**config.mk**
```make
export PLATFORM = sky130hd
export DESIGN_NAME = ibhe_ctrl
export DESIGN_NICKNAME = d
export VERILOG_FILES = /design/src/hw/rtl/ibhe_pkg.sv /design/src/hw/rtl/ibhe_ctrl.sv
export VERILOG_INCLUDE_DIRS = /design/src /design/src/hw/rtl
export SDC_FILE = /design/constraint.sdc
export NUM_CORES = 1
export LEC_CHECK = 0
export ABC_CLOCK_PERIOD_IN_PS = 1700
export BUFFER_PORTS_ARGS = -buffer_cell sky130_fd_sc_hd__buf_2
export CAP_MARGIN = 10
export CORE_MARGIN = 4
export CORE_UTILIZATION = 44
export CTS_CLUSTER_DIAMETER = 30
export CTS_CLUSTER_SIZE = 10
export DETAILED_ROUTE_END_ITERATION = 10
export GPL_ROUTABILITY_DRIVEN = 0
export HOLD_SLACK_MARGIN = 0.1
export PLACE_DENSITY = 0.71
export SLEW_MARGIN = 10
export SYNTH_ARGS = -nofsm -noshare
export SYNTH_HDL_FRONTEND = slang
export SYNTH_SLANG_ARGS = --single-unit
```
**constraint.sdc**
```tcl
create_clock -name i_clk -period 1.7 [get_ports i_clk]
set_clock_uncertainty 0.15 [all_clocks]
set_input_delay 0.34 -clock i_clk [delete_from_list [all_inputs] [get_ports i_clk]]
set_output_delay 0.34 -clock i_clk [all_outputs]
set_load 0.02 [all_outputs]
```
**src/hw/rtl/inertial_baro_height_estimator_top_assert.svh**
```systemverilog
// ----------------------------------------------------------------------------
// Assertion macros for the inertial and barometric height estimator
// Shared property forms used by the modules that carry assertions.
// ----------------------------------------------------------------------------
`ifndef INERTIAL_BARO_HEIGHT_ESTIMATOR_TOP_ASSERT_SVH
`define INERTIAL_BARO_HEIGHT_ESTIMATOR_TOP_ASSERT_SVH

// Same-cycle implication, sampled on i_clk, disabled during reset.
`define IBHE_ASSERT_IMP(label, ante, cons, msg) \
    label: assert property (@(posedge i_clk) disable iff (!i_rst_n) (ante) |-> (cons)) \
        else $error(msg);

// Next-cycle implication, sampled on i_clk, disabled during reset.
`define IBHE_ASSERT_NEXT(label, ante, cons, msg) \
    label: assert property (@(posedge i_clk) disable iff (!i_rst_n) (ante) |=> (cons)) \
        else $error(msg);

`endif

```
**src/hw/rtl/ibhe_pkg.sv**
```systemverilog
// ----------------------------------------------------------------------------
// ibhe_pkg
// Types, constants and helpers shared by the height estimator modules.
// ----------------------------------------------------------------------------
package ibhe_pkg;

    localparam int FRAC_BITS_DEF = 16;
    localparam int AXES          = 3;
    localparam int GRAV_RATE     = 164;
    localparam int CAL_ERR_LIMIT = 5;

    localparam int WIDE_W = 84;
    localparam int OPA_W  = 58;
    localparam int HALF_W = 29;
    localparam int MUL_W  = 55;
    localparam int GRAV_W = 40;
    localparam int FILT_W = 40;
    localparam int POS_W  = 56;
    localparam int VEL_W  = 48;
    localparam int AD_W   = 40;
    localparam int T1_W   = 48;
    localparam int ED_W   = 58;
    localparam int EW_W   = 56;

    localparam logic [23:0] RST_STEP_TIME        = 24'd33554;
    localparam logic [15:0] RST_BARO_WEIGHT      = 16'd4096;
    localparam logic [23:0] RST_GRAVITY_START    = 24'd251058;
    localparam logic [15:0] RST_DEAD_BAND        = 16'd1024;
    localparam logic [15:0] RST_FILTER_GAIN      = 16'd19661;
    localparam logic [23:0] RST_VELOCITY_LIMIT   = 24'd38400;
    localparam logic [15:0] RST_PUBLISH_INTERVAL = 16'd10;
    localparam logic [15:0] RST_CAL_HOLD         = 16'd250;

    typedef enum logic [2:0] {
        CFG_STEP_TIME        = 3'd0,
        CFG_BARO_WEIGHT      = 3'd1,
        CFG_GRAVITY_START    = 3'd2,
        CFG_DEAD_BAND        = 3'd3,
        CFG_FILTER_GAIN      = 3'd4,
        CFG_VELOCITY_LIMIT   = 3'd5,
        CFG_PUBLISH_INTERVAL = 3'd6,
        CFG_CAL_HOLD         = 3'd7
    } t_cfg_idx;

    typedef enum logic [0:0] {
        CS_IDLE,
        CS_RUN
    } t_state;

    typedef enum logic [3:0] {
        ST_GRAV,
        ST_FILT0,
        ST_FILT1,
        ST_FILT2,
        ST_AD,
        ST_PV,
        ST_PA,
        ST_ED,
        ST_EW,
        ST_EV,
        ST_PUB
    } t_step;

    typedef enum logic [2:0] {
        PH_OP,
        PH_LO,
        PH_HI,
        PH_RND,
        PH_WB
    } t_phase;

    typedef struct packed {
        logic   capture;
        t_step  step;
        t_phase phase;
        logic   commit;
    } t_cmd;

    typedef struct packed {
        logic grav_en;
    } t_stat;

    function automatic logic signed [WIDE_W-1:0] sat_w(
        input logic signed [WIDE_W-1:0] v,
        input int unsigned              w
    );
        logic signed [WIDE_W-1:0] hi;
        logic signed [WIDE_W-1:0] lo;
        hi = $signed((WIDE_W'(1) << (w - 1)) - WIDE_W'(1));
        lo = -hi - 1;
        if (v > hi) begin
            return hi;
        end else if (v < lo) begin
            return lo;
        end
        return v;
    endfunction

endpackage

```
**src/hw/rtl/ibhe_ctrl.sv**
```systemverilog
// ----------------------------------------------------------------------------
// ibhe_ctrl
// Sequencer that walks the datapath through the steps and phases of one update.
// ----------------------------------------------------------------------------
`include "inertial_baro_height_estimator_top_assert.svh"

module ibhe_ctrl
    import ibhe_pkg::*;
(
    input  logic  i_clk,
    input  logic  i_rst_n,
    input  logic  i_in_valid,
    output logic  o_in_ready,
    output logic  o_out_valid,
    input  logic  i_out_ready,
    input  t_stat i_stat,
    output t_cmd  o_cmd
);

    t_state r_state, n_state;
    t_step  r_step, n_step;
    t_phase r_phase, n_phase;
    logic   r_out_valid, n_out_valid;
    logic   commit;

    always_ff @(posedge i_clk) begin
        if (!i_rst_n) begin
            r_state     <= CS_IDLE;
            r_step      <= ST_GRAV;
            r_phase     <= PH_OP;
            r_out_valid <= 1'b0;
        end else begin
            r_state     <= n_state;
            r_step      <= n_step;
            r_phase     <= n_phase;
            r_out_valid <= n_out_valid;
        end
    end

    always_comb begin
        n_state     = r_state;
        n_step      = r_step;
        n_phase     = r_phase;
        n_out_valid = r_out_valid & ~i_out_ready;
        case (r_state)
            CS_IDLE: begin
                if (i_in_valid) begin
                    n_state = CS_RUN;
                    n_step  = ST_GRAV;
                    n_phase = PH_OP;
                end
            end
            CS_RUN: begin
                if (r_step == ST_PUB) begin
                    if (commit) begin
                        n_state     = CS_IDLE;
                        n_out_valid = 1'b1;
                    end
                end else if (r_step == ST_GRAV && r_phase == PH_OP && !i_stat.grav_en) begin
                    n_step = ST_FILT0;
                end else if (r_phase == PH_WB) begin
                    n_phase = PH_OP;
                    n_step  = t_step'(r_step + 4'd1);
                end else begin
                    n_phase = t_phase'(r_phase + 3'd1);
                end
            end
            default: begin
                n_state = CS_IDLE;
            end
        endcase
    end

    always_comb begin
        commit        = (r_state == CS_RUN) && (r_step == ST_PUB) &&
                        (!r_out_valid || i_out_ready);
        o_in_ready    = (r_state == CS_IDLE);
        o_out_valid   = r_out_valid;
        o_cmd.capture = (r_state == CS_IDLE) && i_in_valid;
        o_cmd.step    = r_step;
        o_cmd.phase   = r_phase;
        o_cmd.commit  = commit;
    end

    `IBHE_ASSERT_NEXT(a_accept_starts, i_in_valid && o_in_ready, r_state == CS_RUN && r_step == ST_GRAV && r_phase == PH_OP, "Accepted beat did not start the update sequence.")
    `IBHE_ASSERT_NEXT(a_commit_shows, o_cmd.commit, r_out_valid && r_state == CS_IDLE, "Committed result is not presented.")
    `IBHE_ASSERT_IMP(a_commit_free, o_cmd.commit, !r_out_valid || i_out_ready, "Result committed over an untaken beat.")
    `IBHE_ASSERT_IMP(a_pub_no_phase, r_state == CS_RUN && r_step == ST_PUB, r_phase == PH_OP, "Publish step entered with a multiply phase pending.")

endmodule

```
# Word level (Yosys, flattened, before mapping)

Index checks and enable logic that the tools add are counted.

Flip-flop bits (word level): 9
Output and inout port bits: 11
Word-level logic and storage cells: 44
Input bits: 5

Reductions and logical operators: 12
Bitwise logic cells: 3
Add/sub/neg operators: 2
Muxes and demuxes: 17
Equality and inequality tests: 6

Operator list:

| cell                                                            | count |
|---|---|
| 4-bit 2-to-1 mux                                                | 4 |
| 3-bit 2-to-1 mux                                                | 4 |
| 4-bit case mux with 2 select lines                              | 1 |
| 1-bit 2-to-1 mux                                                | 6 |
| 2-bit != test, second input constant                            | 3 |
| 3-bit case mux with 2 select lines                              | 1 |
| 3-bit AND reduction                                             | 2 |
| 1-bit logical AND                                               | 5 |
| 4-bit by 1-bit adder with 4-bit output, second input constant   | 1 |
| 4-bit == test, second input constant                            | 1 |
| 4-bit zero test                                                 | 1 |
| 3-bit by 1-bit adder with 3-bit output, second input constant   | 1 |
| 3-bit == test, second input constant                            | 1 |
| 3-bit zero test                                                 | 1 |
| 3-bit by 1-bit != test with 1-bit output, second input constant | 1 |
| 1-bit zero test                                                 | 2 |
| 1-bit inverter                                                  | 2 |
| 1-bit case mux with 2 select lines                              | 1 |
| 1-bit AND                                                       | 1 |
| 1-bit logical OR                                                | 1 |

# Depth between registers and ports, before layout

Gate-level depths: netlist of the first run.

Word-level depth: 6
Mapped depth: 6

# Least setup slack after synthesis of the first run

Ideal clock, no wire load.

Path kind: register to register
Start point: register r_step[0]
End point: register r_phase[2]
Arrival time: 1862 ps
Buffers on the path: 0
Path slack: -384 ps
Data required time: 1478 ps
Stages on the path, launching flop included: 7
Cells stage by stage: dfxtp_1 -> inv_1 -> ha_1 -> and4b_4 -> a311o_1 -> or3_1 -> a21oi_1

Longest elaborated chain between the ends: 5
Elaborated cells between the ends (all ways): 7
Those cells by class: eq/ne: 3; reduce/logical: 4

Ends and longest elaborated chain:

| what                                   | line            | text |
|---|---|---|
| start, declared                        | ibhe_ctrl.sv:21 | `t_step r_step, n_step;` |
| start signal, assigned                 | ibhe_ctrl.sv:34 | `r_step <= n_step;` |
| 4-bit zero test                        | ibhe_ctrl.sv:59 | `end else if (r_step == ST_GRAV && r_phase == PH_OP && !i_stat.grav_en) begin` |
| 1-bit logical AND (2 in a row)         | ibhe_ctrl.sv:59 |  |
| 2-bit != test (no source line)         | n/a             |  |
| 3-bit AND reduction (no source line) * | n/a             |  |
| end signal, assigned                   | ibhe_ctrl.sv:35 | `r_phase <= n_phase;` |
| end, declared                          | ibhe_ctrl.sv:22 | `t_phase r_phase, n_phase;` |

Mark *: on every way between the ends. The rest lies on a longest branch, timed or not.
A chain may end at the register's enable or synchronous reset.

==> reports/results.tsv, run 1 <==
metric	value	unit
status	finished, violations left	
failing checks	setup timing	
RSZ-0062 raised after global routing	true	
max-slew violation count	0	
Setup CP Type	reg2out	
die footprint	2000	sq um
# port buffers	15	
Post-Syn Nets	82	
via count	645	
required time worst endpoint	1.21	ns
Starting Density	50.1	%
number of hold buffers added after CTS	0	
busiest layer in global routing	met2	
final worst setup slack	-0.0970	ns
CP max-delay cell	dfxtp_4	
Worst-Margin Slew	0.321	ns
area leader, netlist	dfxtp_1	
CP cell instances	inv_4 > ha_4 > and4b_4 > and2_4 > buf_6	
Total Routing Usage GR	18.1	%
Post-Syn Instances	72	
power share of the clock group	33.8	%
crit path launch type	flip-flop	
CTS H-tree depth	1	
routed length per instance	14.1	microns
DR iter-0 viols	21	
register area share after synthesis	30.3	%
grt met2 use	27.8	%
CP max stage delay	0.35	ns
first-pass GRT wire length	2.64	mm
Die H	44.8	microns
post-route clock period utilization	106	%
Post-Route WL	1.64	mm
Hold Path Class	in2reg	
sw frac	28.2	%
commonest non-fill, non-tap cells in the layout	buf_2, buf_4, nand2_1	
Post-Syn Area	594	sq um
Die W	44.8	microns
share of post-route cells with drive strength above 1	54.4	%
final setup vio count	4	
Fmax	0.556	GHz
Final Hold Fails	0	
Logic pwr share	22.5	%
vias in the first global route	607	
gr ovfl total	0	
CTS Buf Count	3	
fin nets	114	
worst hold slack	0.224	ns
diode count	0	
CTS sink cnt	9	
GR Util met1	23.1	%
PD cells	548	nW/um^2
crit path DAT	1.31	ns
DPL Wire Length	1.21	mm
final setup TNS	-0.190	ns
leakage power figure	0.404	nW
Slew headroom	78.4	%
NetSw	0.139	mW
largest net degree at the start of global routing	9	
Max-Cap Viols	0	
synth-to-layout area growth	52.0	%
core footprint	1190	sq um
CP max FO	3	
vias per cell	5.51	
Post-DRT Antenna Nets	0	
yosys warns	0	
synth unique cells	31	
clk buf depth	2	
Final min period	1.80	ns
Yosys reg bits	9	
FP Rows	12	
DRT Pass-1 Iters	4	
clk_lat worst skew	0.27	ns
top cells by area, synth	dfxtp_1, ha_1, a21oi_1	
Seq pwr share	43.8	%
DRC violation count after routing	0	
syn avg cell area	8.25	sq um
GRT met3 Usage	6.77	%
Max VDD drop	0.000491	V
Root Driver	clkbuf_4	
Yosys top cell area share	30.3	%
I/O pin count	16	
clock slew at reported path FFs	0.06	ns
kind of end point of the critical path	output pin	
antenna violations before repair	0	
Power Internal	0.355	mW
TritonCTS clock tree	done	
-- power by group through the flow --
| stage | clock network (mW) | logic [mW] | registers, mW |
|---|---|---|---|
| final | 0.167 | 0.111 | 0.217 |
| after global routing | 0.180 | 0.122 | 0.217 |
| after CTS | 0.171 | 0.105 | 0.217 |
| after detailed placement | 0 | 0.0976 | 0.221 |
| after global placement | 0 | 0.0948 | 0.221 |
| after floorplan | 0 | 0.0566 | 0.227 |
-- final cells by class --
type	count	area, sq um
multi-input cells	55	449
fillers	87	283
well taps	14	17.5
clock buffers	4	26.3
inverters	6	27.5
repair buffers	29	186
flip-flops and latches	9	196
-- per-stage QoR --
step                instances  setup slack (ns)  power (mW)  instance area (sq um)  utilization (%)
floorplan                  72           -0.0614       0.284                    654                -
global placement          110           -0.0487       0.316                    811             68.4
detailed placement        110           -0.0589       0.319                    811             68.4
CTS                       116            -0.106       0.493                    877             73.9
global route              117            -0.150       0.520                    903             76.2
finish                    117           -0.0970       0.495                    903             76.2
-- worst max-delay path, delay by kind of cell (launching register included) --
kind                     cells  cell delay, ns
AND/OR/NAND/NOR              2            0.38
flip-flops                   1            0.35
buffers and inverters        2            0.18
adder cells (fa/ha/maj)      1            0.13
-- metal layers --
metal | vias to the layer above | share of wire [%] | wire length [microns]
met3 | 2 | 7.7 | 126
li1 | 318 | - | -
met4 | 0 | 0.61 | 10
met1 | 300 | 41 | 682
met5 | - | 0 | 0
met2 | 25 | 50 | 824
-- repair_timing --
action | CTS | global route
setup endpoints to repair | 4 | 8
pin swaps | 2 | 1
gates resized for setup | 6 | 7
setup buffers | 2 | 1
-- cells in the mapped netlist, drive strengths merged --
| cell type | instances |
|---|---|
| inv | 5 |
| dfxtp | 9 |
| o21a | 1 |
| mux2 | 1 |
| nor2b | 1 |
| nand2 | 8 |
| o21ai | 4 |
| a311o | 1 |
| or4b | 1 |
| a2111oi | 1 |
| buf | 2 |
| clkinv | 1 |
| nor2 | 3 |
| or3 | 2 |
| and4b | 1 |
| a31oi | 1 |
| mux2i | 1 |
| nand4b | 1 |
| and2 | 3 |
| nand4 | 3 |
| or4 | 1 |
| and2b | 1 |
| nor3 | 4 |
| nand2b | 2 |
| ha | 5 |
| a21oi | 6 |
| nand3 | 2 |
| nor4b | 1 |
-- cell families after synthesis --
family	after synthesis	share of synthesized area, %
multiplexers	2	3.58
buffers and inverters	8	6.95
AO/OA/AOI/OAI	14	14.9
adder cells (fa/ha/maj)	5	10.5
flip-flops	9	30.3
AND/OR/NAND/NOR	34	33.7
-- final timing paths --
check / endpoint / depth (start not counted) / start / slack, ns
setup reg to reg: r_step[0] / 6 / r_step[0] / -0.05
hold / removal: o_out_valid / 3 / i_out_ready / 0.22
hold reg to reg: o_out_valid / 2 / o_out_valid / 0.36
setup / recovery: o_cmd[0] / 5 / r_step[0] / -0.1
-- sequential cells by signal, indices dropped and copies added, names as in the netlist --
| register | count |
|---|---|
| r_step | 4 |
| r_phase | 3 |
| o_out_valid | 1 |
| r_state | 1 |
Power figures use the tool's default switching activity.
==> run 2, diff against run 1 <==
--- a/config.mk
+++ b/config.mk
@@ -9,14 +9,15 @@
 export ABC_CLOCK_PERIOD_IN_PS = 1700
 export BUFFER_PORTS_ARGS = -buffer_cell sky130_fd_sc_hd__buf_2
 export CAP_MARGIN = 10
-export CORE_MARGIN = 4
-export CORE_UTILIZATION = 44
+export CORE_AREA = 2 2 39 41
+export CTS_BUF_LIST = sky130_fd_sc_hd__clkbuf_4 sky130_fd_sc_hd__clkbuf_8
 export CTS_CLUSTER_DIAMETER = 30
 export CTS_CLUSTER_SIZE = 10
 export DETAILED_ROUTE_END_ITERATION = 10
+export DIE_AREA = 0 0 41 43
 export GPL_ROUTABILITY_DRIVEN = 0
 export HOLD_SLACK_MARGIN = 0.1
-export PLACE_DENSITY = 0.71
+export PLACE_DENSITY = 0.72
 export SLEW_MARGIN = 10
 export SYNTH_ARGS = -nofsm -noshare
 export SYNTH_HDL_FRONTEND = slang
==> run 2 against run 1 <==
Against the previous run: the flow still finishes with violations (setup timing); fmax fell by 1.9%; sequential cell count did not move; design area rose by 2.4%; routed wire length rose by 3.6%; clock power rose by 20%; first-iteration DRC count fell by 38%; utilization fell by 9.3 points; worst setup slack got worse by 0.035 ns; critical path depth did not move; combinational power rose by 4%; largest power group unchanged; via count rose by 3.9%.
==> reports/results.tsv, run 2 (synthesis gave the netlist of run 1 again) <==
metric	value	unit	change
Die W	41	microns	-8.4%
power share of the clock group	37.7	%	+3.9 points
DR iter-0 viols	13		-38%
final setup TNS	-0.207	ns	-0.0161 ns
Starting Density	42.9	%	-7.2 points
Fmax	0.546	GHz	-1.9%
worst hold slack	0.210	ns	-0.0131 ns
RR Startpoint	r_phase[1]		
I/O pin count	16		unchanged
vias in the first global route	619		+2.0%
status	finished, violations left		
clk_lat worst skew	0.28	ns	about the same
die footprint	1760	sq um	-12%
Final min period	1.83	ns	+0.0349 ns
clock slew at reported path FFs	0.08	ns	+0.02 ns
Top reg by flops	r_step		
fin nets	113		-0.88%
share of post-route cells with drive strength above 1	58.8	%	+4.5 points
Logic pwr share	21.5	%	-1.0 points
PD cells	577	nW/um^2	+5.4%
Max VDD drop	0.000372	V	-24%
CTS sink cnt	9		unchanged
largest net degree at the start of global routing	9		unchanged
Post-DRT Antenna Nets	0		unchanged
Max-Cap Viols	0		unchanged
Setup CP Type	reg2out		
Power Internal	0.374	mW	+5.2%
diode count	0		unchanged
Total Routing Usage GR	23.2	%	+5.1 points
CP max FO	3		unchanged
post-route clock period utilization	108	%	+2.1 points
synth-to-layout area growth	55.6	%	
hold path depth	3		unchanged
Post-Route WL	1.70	mm	+3.6%
max-slew violation count	0		unchanged
routed length per instance	14.4	microns	+2.8%
R2R setup slack	-0.06	ns	about the same
largest registers	r_step x4, r_phase x3		
TritonCTS clock tree	done		
RSZ-0062 raised after global routing	true		
Final Hold Fails	0		unchanged
Seq pwr share	40.8	%	-3.0 points
gr ovfl total	0		unchanged
reg2reg end	r_phase[2]		
FP Rows	14		+2
# port buffers	15		unchanged
CP max-delay cell	dfxtp_4		
first-pass GRT wire length	2.77	mm	+5.2%
hold worst-path end	o_out_valid		
NetSw	0.160	mW	+15%
final setup vio count	4		unchanged
crit path DAT	1.34	ns	+0.03 ns
CP bufs+invs	2		unchanged
antenna violations before repair	0		unchanged
fillers	113		+30%
DRT Pass-1 Iters	4		unchanged
via count	670		+3.9%
Die H	43	microns	-3.9%
final worst setup slack	-0.132	ns	-0.0349 ns
crit path launch type	flip-flop		
CP cell instances	inv_4 > ha_4 > and4b_4 > and2_4 > buf_6		
Hold Crit Start	i_out_ready		
leakage power figure	0.413	nW	+2.3%
Root Driver	clkbuf_4		
Slew headroom	74.2	%	-4.2 points
CP max stage delay	0.36	ns	about the same
most common cell after layout, fill and taps aside	buf_2		
top cell family by delay on the critical path	simple AND/OR/NAND/NOR gates		
CTS H-tree depth	1		unchanged
register area	198	sq um	+0.64%
CTS Buf Count	3		unchanged
flip-flop count of the largest register after layout	4		unchanged
clk buf depth	2		unchanged
kind of end point of the critical path	output pin		
vias per cell	5.68		+3.0%
r2r worst-path depth	6		unchanged
DRC violation count after routing	0		unchanged
sw frac	30.0	%	+1.8 points
required time worst endpoint	1.21	ns	about the same
Worst-Margin Slew	0.384	ns	+0.0629 ns
DPL Wire Length	1.23	mm	+1.2%
multi-input logic area	470	sq um	+4.7%
core footprint	1380	sq um	+17%
failing checks	setup timing		
Hold Path Class	in2reg		
commonest non-fill, non-tap cells in the layout	buf_2, buf_4, nand2_1		
## run 2: cell count changes in the layout (fill, tap and decap cells not counted), sizes merged
| cell | previous run | this run |
|---|---|---|
| buf | 29 | 28 |
## run 2: worst max path at each step
stage,from,end,slack (ns),cells after the start
after floorplan,r_step[0],r_phase[2],-0.06,6
after global placement,r_step[0],r_phase[2],-0.02,6
after detailed placement,r_step[0],r_step[3],-0.06,6
after CTS,r_step[0],o_cmd[0],-0.13,5
after global routing,r_step[0],o_cmd[0],-0.16,5
final,r_step[0],o_cmd[0],-0.13,5
## run 2: power by group through the flow
stage | clock network [mW] | logic, mW | registers, mW
2_1_floorplan | 0 | 0.0566 | 0.227
3_3_place_gp | 0 | 0.0978 | 0.221
3_5_place_dp | 0 | 0.100 | 0.222
4_1_cts | 0.203 | 0.105 | 0.217
5_1_grt | 0.208 | 0.124 | 0.218
6_report | 0.201 | 0.115 | 0.218
## run 2: worst min-delay path: cells and delay by family
family	cells	cell delay [ns]
simple gates	1	0.11
buf+inv	1	0.07
compound gates	1	0.07
## run 2: area by class of cell
cell class	instances	share of cell area (%)
Tap cell	16	2.17
Sequential cell	9	21.4
Inverter	6	2.98
Timing Repair Buffer	28	19.4
Clock buffer	4	3.25
Multi-Input combinational cell	55	50.9
## run 2: through the flow
step	setup slack, ns	instances	area, sq um	utilization [%]	total power [mW]
6_report	-0.132	118	925	66.8	0.534
3_5_place_dp	-0.0569	112	813	58.8	0.322
4_1_cts	-0.126	118	880	63.6	0.525
3_3_place_gp	-0.0208	112	813	58.8	0.319
5_1_grt	-0.162	118	925	66.8	0.550
2_1_floorplan	-0.0614	72	654	-	0.284
## run 2: routing by layer
layer / wire length [microns] / track usage, % / up-vias
li1: - / - / 316
met1: 752 / 30.3 / 323
met2: 807 / 32.2 / 24
met3: 84 / 5.24 / 7
met4: 60 / 16.0 / 0
met5: 0 / 0 / -
## run 2: timing repair
action,in CTS,in global routing
pin swaps,2,4
endpoints found under the setup margin,6,9
gates resized for setup,6,14
buffers inserted,2,0
hold buffers,0,0
